<file path="src/rtl/ffba_pkg.sv">
package ffba_pkg;

	localparam logic [1:0] REQ_ALLOC = 2'd0;
	localparam logic [1:0] REQ_FREE  = 2'd1;
	localparam logic [1:0] REQ_SIZE  = 2'd2;
	localparam logic [1:0] REQ_INFO  = 2'd3;

	localparam logic [2:0] ST_OK      = 3'd0;
	localparam logic [2:0] ST_NOMEM   = 3'd1;
	localparam logic [2:0] ST_ZERO    = 3'd2;
	localparam logic [2:0] ST_BADTAG  = 3'd3;
	localparam logic [2:0] ST_NOTUSED = 3'd4;

	localparam logic [3:0] TAG_MEM = 4'h2;

	localparam logic [0:0] CFG_POOL_BASE  = 1'd0;
	localparam logic [0:0] CFG_POOL_BYTES = 1'd1;

	typedef enum logic [3:0] {
		S_CLEAR,
		S_IDLE,
		S_DECODE,
		S_SCAN,
		S_SCAN_WAIT,
		S_PREV,
		S_PREV_WAIT,
		S_APPLY,
		S_DONE
	} ffba_state_t;

	// controller to datapath
	typedef struct packed {
		logic clear_start;
		logic clear_step;
		logic load_req;
		logic scan_start;
		logic scan_step;
		logic prev_start;
		logic prev_step;
		logic apply;
		logic finish;
	} ffba_cmd_t;

	// datapath to controller
	typedef struct packed {
		logic clear_last;
		logic decode_ok;
		logic scan_done;
		logic prev_done;
		logic out_full;
	} ffba_stat_t;

endpackage

</file>
<file path="src/rtl/ffba_ctrl.sv">
module ffba_ctrl
	import ffba_pkg::*;
(
	input  logic       clk,
	input  logic       arst_n,
	input  logic       in_valid,
	input  logic [1:0] in_req_type,
	input  logic       cfg_write,
	input  ffba_stat_t stat,
	output ffba_cmd_t  cmd,
	output logic       in_stall,
	output logic       cfg_ready
);

	ffba_state_t state_q, state_d;
	logic [1:0]  req_q;

	// track the request kind
	always_ff @(posedge clk or negedge arst_n) begin
		if (!arst_n) begin
			req_q <= REQ_ALLOC;
		end else if (in_valid && !in_stall) begin
			req_q <= in_req_type;
		end
	end

	always_ff @(posedge clk or negedge arst_n) begin
		if (!arst_n) begin
			state_q <= S_CLEAR;
		end else begin
			state_q <= state_d;
		end
	end

	// accept register writes only between requests
	assign cfg_ready = (state_q == S_IDLE) || (state_q == S_CLEAR);

	// next state
	always_comb begin
		state_d = state_q;
		unique case (state_q)
			S_CLEAR: begin
				if (cfg_write) state_d = S_CLEAR;
				else if (stat.clear_last) state_d = S_IDLE;
			end
			S_IDLE: begin
				if (cfg_write) state_d = S_CLEAR;
				else if (in_valid) state_d = S_DECODE;
			end
			S_DECODE: begin
				if (req_q == REQ_ALLOC || req_q == REQ_INFO) state_d = S_SCAN;
				else if (stat.decode_ok) state_d = S_SCAN;
				else state_d = S_DONE;
			end
			S_SCAN:      state_d = S_SCAN_WAIT;
			S_SCAN_WAIT: begin
				if (stat.scan_done) begin
					if (req_q == REQ_FREE) state_d = S_PREV;
					else state_d = S_APPLY;
				end
			end
			S_PREV:      state_d = S_PREV_WAIT;
			S_PREV_WAIT: if (stat.prev_done) state_d = S_APPLY;
			S_APPLY:     state_d = S_DONE;
			S_DONE: begin
				if (!stat.out_full) state_d = S_IDLE;
			end
			default:     state_d = S_IDLE;
		endcase
	end

	// command decode
	always_comb begin
		cmd = '0;
		in_stall = 1'b1;
		unique case (state_q)
			S_CLEAR: begin
				cmd.clear_step = 1'b1;
				cmd.clear_start = cfg_write;
			end
			S_IDLE: begin
				in_stall = cfg_write;
				cmd.load_req = in_valid && !cfg_write;
				cmd.clear_start = cfg_write;
			end
			S_SCAN:      cmd.scan_start = 1'b1;
			S_SCAN_WAIT: cmd.scan_step = 1'b1;
			S_PREV:      cmd.prev_start = 1'b1;
			S_PREV_WAIT: cmd.prev_step = 1'b1;
			S_APPLY:     cmd.apply = 1'b1;
			S_DONE:      cmd.finish = !stat.out_full;
			default:     cmd = '0;
		endcase
	end

endmodule

</file>
<file path="config.mk">
export PLATFORM = sky130hd
export DESIGN_NAME = ffba_ctrl
export DESIGN_NICKNAME = d
export VERILOG_FILES = /design/src/rtl/ffba_pkg.sv /design/src/rtl/ffba_ctrl.sv
export SDC_FILE = /design/constraint.sdc
export NUM_CORES = 1
export LEC_CHECK = 0
export BUFFER_PORTS_ARGS = -buffer_cell sky130_fd_sc_hd__buf_2
export CAP_MARGIN = 25
export CORE_AREA = 2 2 39 41
export CTS_CLUSTER_SIZE = 25
export DETAILED_ROUTE_END_ITERATION = 12
export DIE_AREA = 0 0 41 43
export PLACE_DENSITY = 0.66
export SLEW_MARGIN = 20
export SYNTH_ARGS = -nofsm -noshare
export SYNTH_HDL_FRONTEND = slang
export SYNTH_SLANG_ARGS = --single-unit
</file>
<file path="constraint.sdc">
create_clock -name clk -period 1.93 [get_ports clk]
set_input_delay 0.193 -clock clk [delete_from_list [all_inputs] [get_ports clk]]
set_output_delay 0.193 -clock clk [all_outputs]
set_load 0.005 [all_outputs]
</file>
==> flow_metrics.tcl <==
set metrics [dict create \
    clk_latency_ps 240 \
    reg2reg_from "req_q[0]" \
    syn-cell-area_sq_um 497 \
    ys_seq_area_share_pct 30.2 \
    grt.overflow.total 0 \
    grt_pass1_wl_um 1750 \
    internal_power_mw 0.555 \
    dieArea_sq_um 1760 \
    slowest_delay_ps 530 \
    die_w_um 41 \
    cts_root_buffer "clkbuf_4" \
    worstMarginPinSlew_ps 452 \
    fin_crit_ps 1640 \
    finClkSkew_ps 3.60 \
    min_path_type "in -> reg" \
    critPathLaunchType "flip-flop" \
    avgSynthCellArea_sq_um 9.37 \
    synth_area_leader_cell "dfrtp_1" \
    io_buffers 21 \
    grt_usage_pct 14.4 \
    crit_slowest_cell "dfrtp_1" \
    hpwl_um 885 \
    async_reset_ff_share_pct 100 \
    synth_edf_count 0 \
    ios 22 \
    vdd_drop_max_v 0.000600 \
    place_area_sq_um 596 \
    rsz0062_at_grt "no" \
    grt_max_degree 14 \
    drt_iter0_drc 3 \
    ys_ff_latch 6 \
    wl_um 1120 \
    nets 88 \
    tns_ps 0 \
    worstPathArrival_ps 1440 \
    drive_gt1_share_pct 41.9 \
    gp_congestion 0.725 \
    p_leak_nw 0.333 \
    std_cell_rows 14 \
    clkPwrFrac_pct 11.9 \
    drt-pass1-iter-count 2 \
    cp-startpoint "state_q[1]" \
    viasPerCell 5.09 \
    ys.flop_type "dfrtp_1" \
    via_count 458 \
    antenna_cells 0 \
    ctsHoldBuffers 1 \
    max-cap-violations 0 \
    die_h_um 43 \
    fmax_mhz 611 \
    cts_num_sinks 6 \
    path_clk_slew_ps 50 \
    area_growth_pct 26.4 \
    start_util_pct 35.9 \
    slew_headroom_pct 69.9 \
    power_density_nw_per_um2 1580 \
    synth_compound_area_share_pct 13.4 \
    ctsResizeCount 0 \
    synth_commonest_cells "6 x dfrtp_1, 6 x nor2_1, 4 x nand2_1, 4 x nor3_1" \
    synth_xor_xnor_area_share_pct 1.76 \
    crit_chain "nor3_4 -> nand4b_4 -> inv_1 -> buf_2" \
    power.switching_mw 0.437 \
    core_sq_um 1380 \
    syn_nets 65 \
    cts_max_level 1 \
    combPwrFrac_pct 53.0 \
    final_cell_area_sq_um 628 \
    wire_per_inst_um 12.4 \
    criticalPathCategory "reg -> out" \
    synthSimpleGateAreaFrac_pct 33.5 \
    synth_top_family_by_area "simple AND/OR/NAND/NOR gates" \
    end_kind "primary output" \
    status "completed" \
    min_period_over_period_pct 84.8 \
    cts_max_path_buffers 2 \
    finalMaxSlewViolations 0 \
    yosys_warnings 0 \
    cts_tree "built" \
    drc 0 \
    setup_viol 0 \
    switching_share_pct 44.1 \
    antenna_found_initial 0 \
    ant_nets 0 \
    ys_top_cells_by_area "dfrtp_1 30%, mux2_4 6.0%, nand4b_4 4.8%" \
    synthMuxAreaShare_pct 10.3 \
    utilization_pct 45.4 \
    cts_setup_buffers 0 \
    synth_adder_area_share_pct 2.52 \
    critical_path_required_ps 1740 \
    hold_viol 0 \
    cp_max_fo 13 \
    syn_inst 53 \
    min-delay-start "in_req_type[1]" \
    cts_buffers 3 \
    netlist.area_leader.share_pct 30.2 \
    p_total_mw 0.992 \
    seqPwrFrac_pct 35.1 \
    grt_pass1_vias 422 \
    synth_cell_type_count 30 \
]
[layout by cell type (no fill, tap or decap)]
master,count
a21oi_1,3
a221o_1,1
a32o_1,1
and2_1,1
and3b_1,1
buf_2,21
clkbuf_4,3
dfrtp_1,6
dlygate4sd3_1,1
ha_1,1
inv_1,3
inv_2,1
mux2_1,1
mux2_4,2
mux2i_1,1
nand2_1,4
nand2b_1,1
nand2b_4,1
nand3b_1,1
nand4b_4,1
nor2_1,6
nor3_1,4
nor3_4,1
nor3b_1,1
nor3b_2,1
nor4_1,1
o21ai_1,1
o311a_1,1
o31ai_1,1
o32ai_1,1
xnor2_1,1
[layout make-up]
class,count,area [sq um]
sequential,6,150
tap,16,20.0
clock buffer,3,22.5
inverter,4,15.0
timing repair buffer,22,115
fill,143,756
multi-input combinational,39,305
[critical path, delay by kind of cell, from the launching register on]
family,cells,cell delay [ps]
buffers and inverters,2,170
DFF,1,530
and+or+nand+nor,2,490
[per-layer routing]
layer  routed length, um  part of all wire [%]  GRT usage, %
met1                 488                    44          19.7
met2                 570                    51          21.9
met3                  57                   5.1          5.24
met4                   0                     0          2.00
met5                   0                     0             0
[flip-flops by register name (all words and copies together) (netlist names)]
register	flops
req_q	2
state_q	4
[per-stage QoR]
stage | cells | hold slack, ps | setup WS, ps
6_report | 90 | 179 | 293
5_1_grt | 90 | 181 | 195
4_1_cts | 90 | 170 | 272
3_5_place_dp | 86 | 32.2 | 419
3_3_place_gp | 86 | 29.2 | 432
2_1_floorplan | 53 | -103 | 531
[logic make-up (layout without fill, tap and decap cells)]
family | after synthesis | in the layout
AO/OA/AOI/OAI | 9 | 9
XOR/XNOR | 1 | 1
adder cells (fa/ha/maj) | 1 | 1
buffers and inverters | 8 | 29
flip-flops | 6 | 6
multiplexers | 4 | 4
AND/OR/NAND/NOR | 24 | 24
[worst paths after layout]
path                               to  slack [ps]  depth (start not counted)
max                            cmd[6]         290                          4
min in group asynchronous    req_q[1]         300                          2
max in group asynchronous  state_q[3]        1480                          2
min reg2reg                  req_q[1]         510                          1
min                          req_q[1]         180                          2
max reg2reg                state_q[0]         430                          5
[power groups by stage]
stage | registers (mW) | logic, mW | clock network [mW]
finish | 0.348 | 0.526 | 0.118
global route | 0.367 | 0.587 | 0.130
CTS | 0.349 | 0.534 | 0.126
detailed placement | 0.352 | 0.531 | 0
global placement | 0.350 | 0.523 | 0
floorplan | 0.238 | 0.515 | 0
Power figures use the tool's default switching activity.
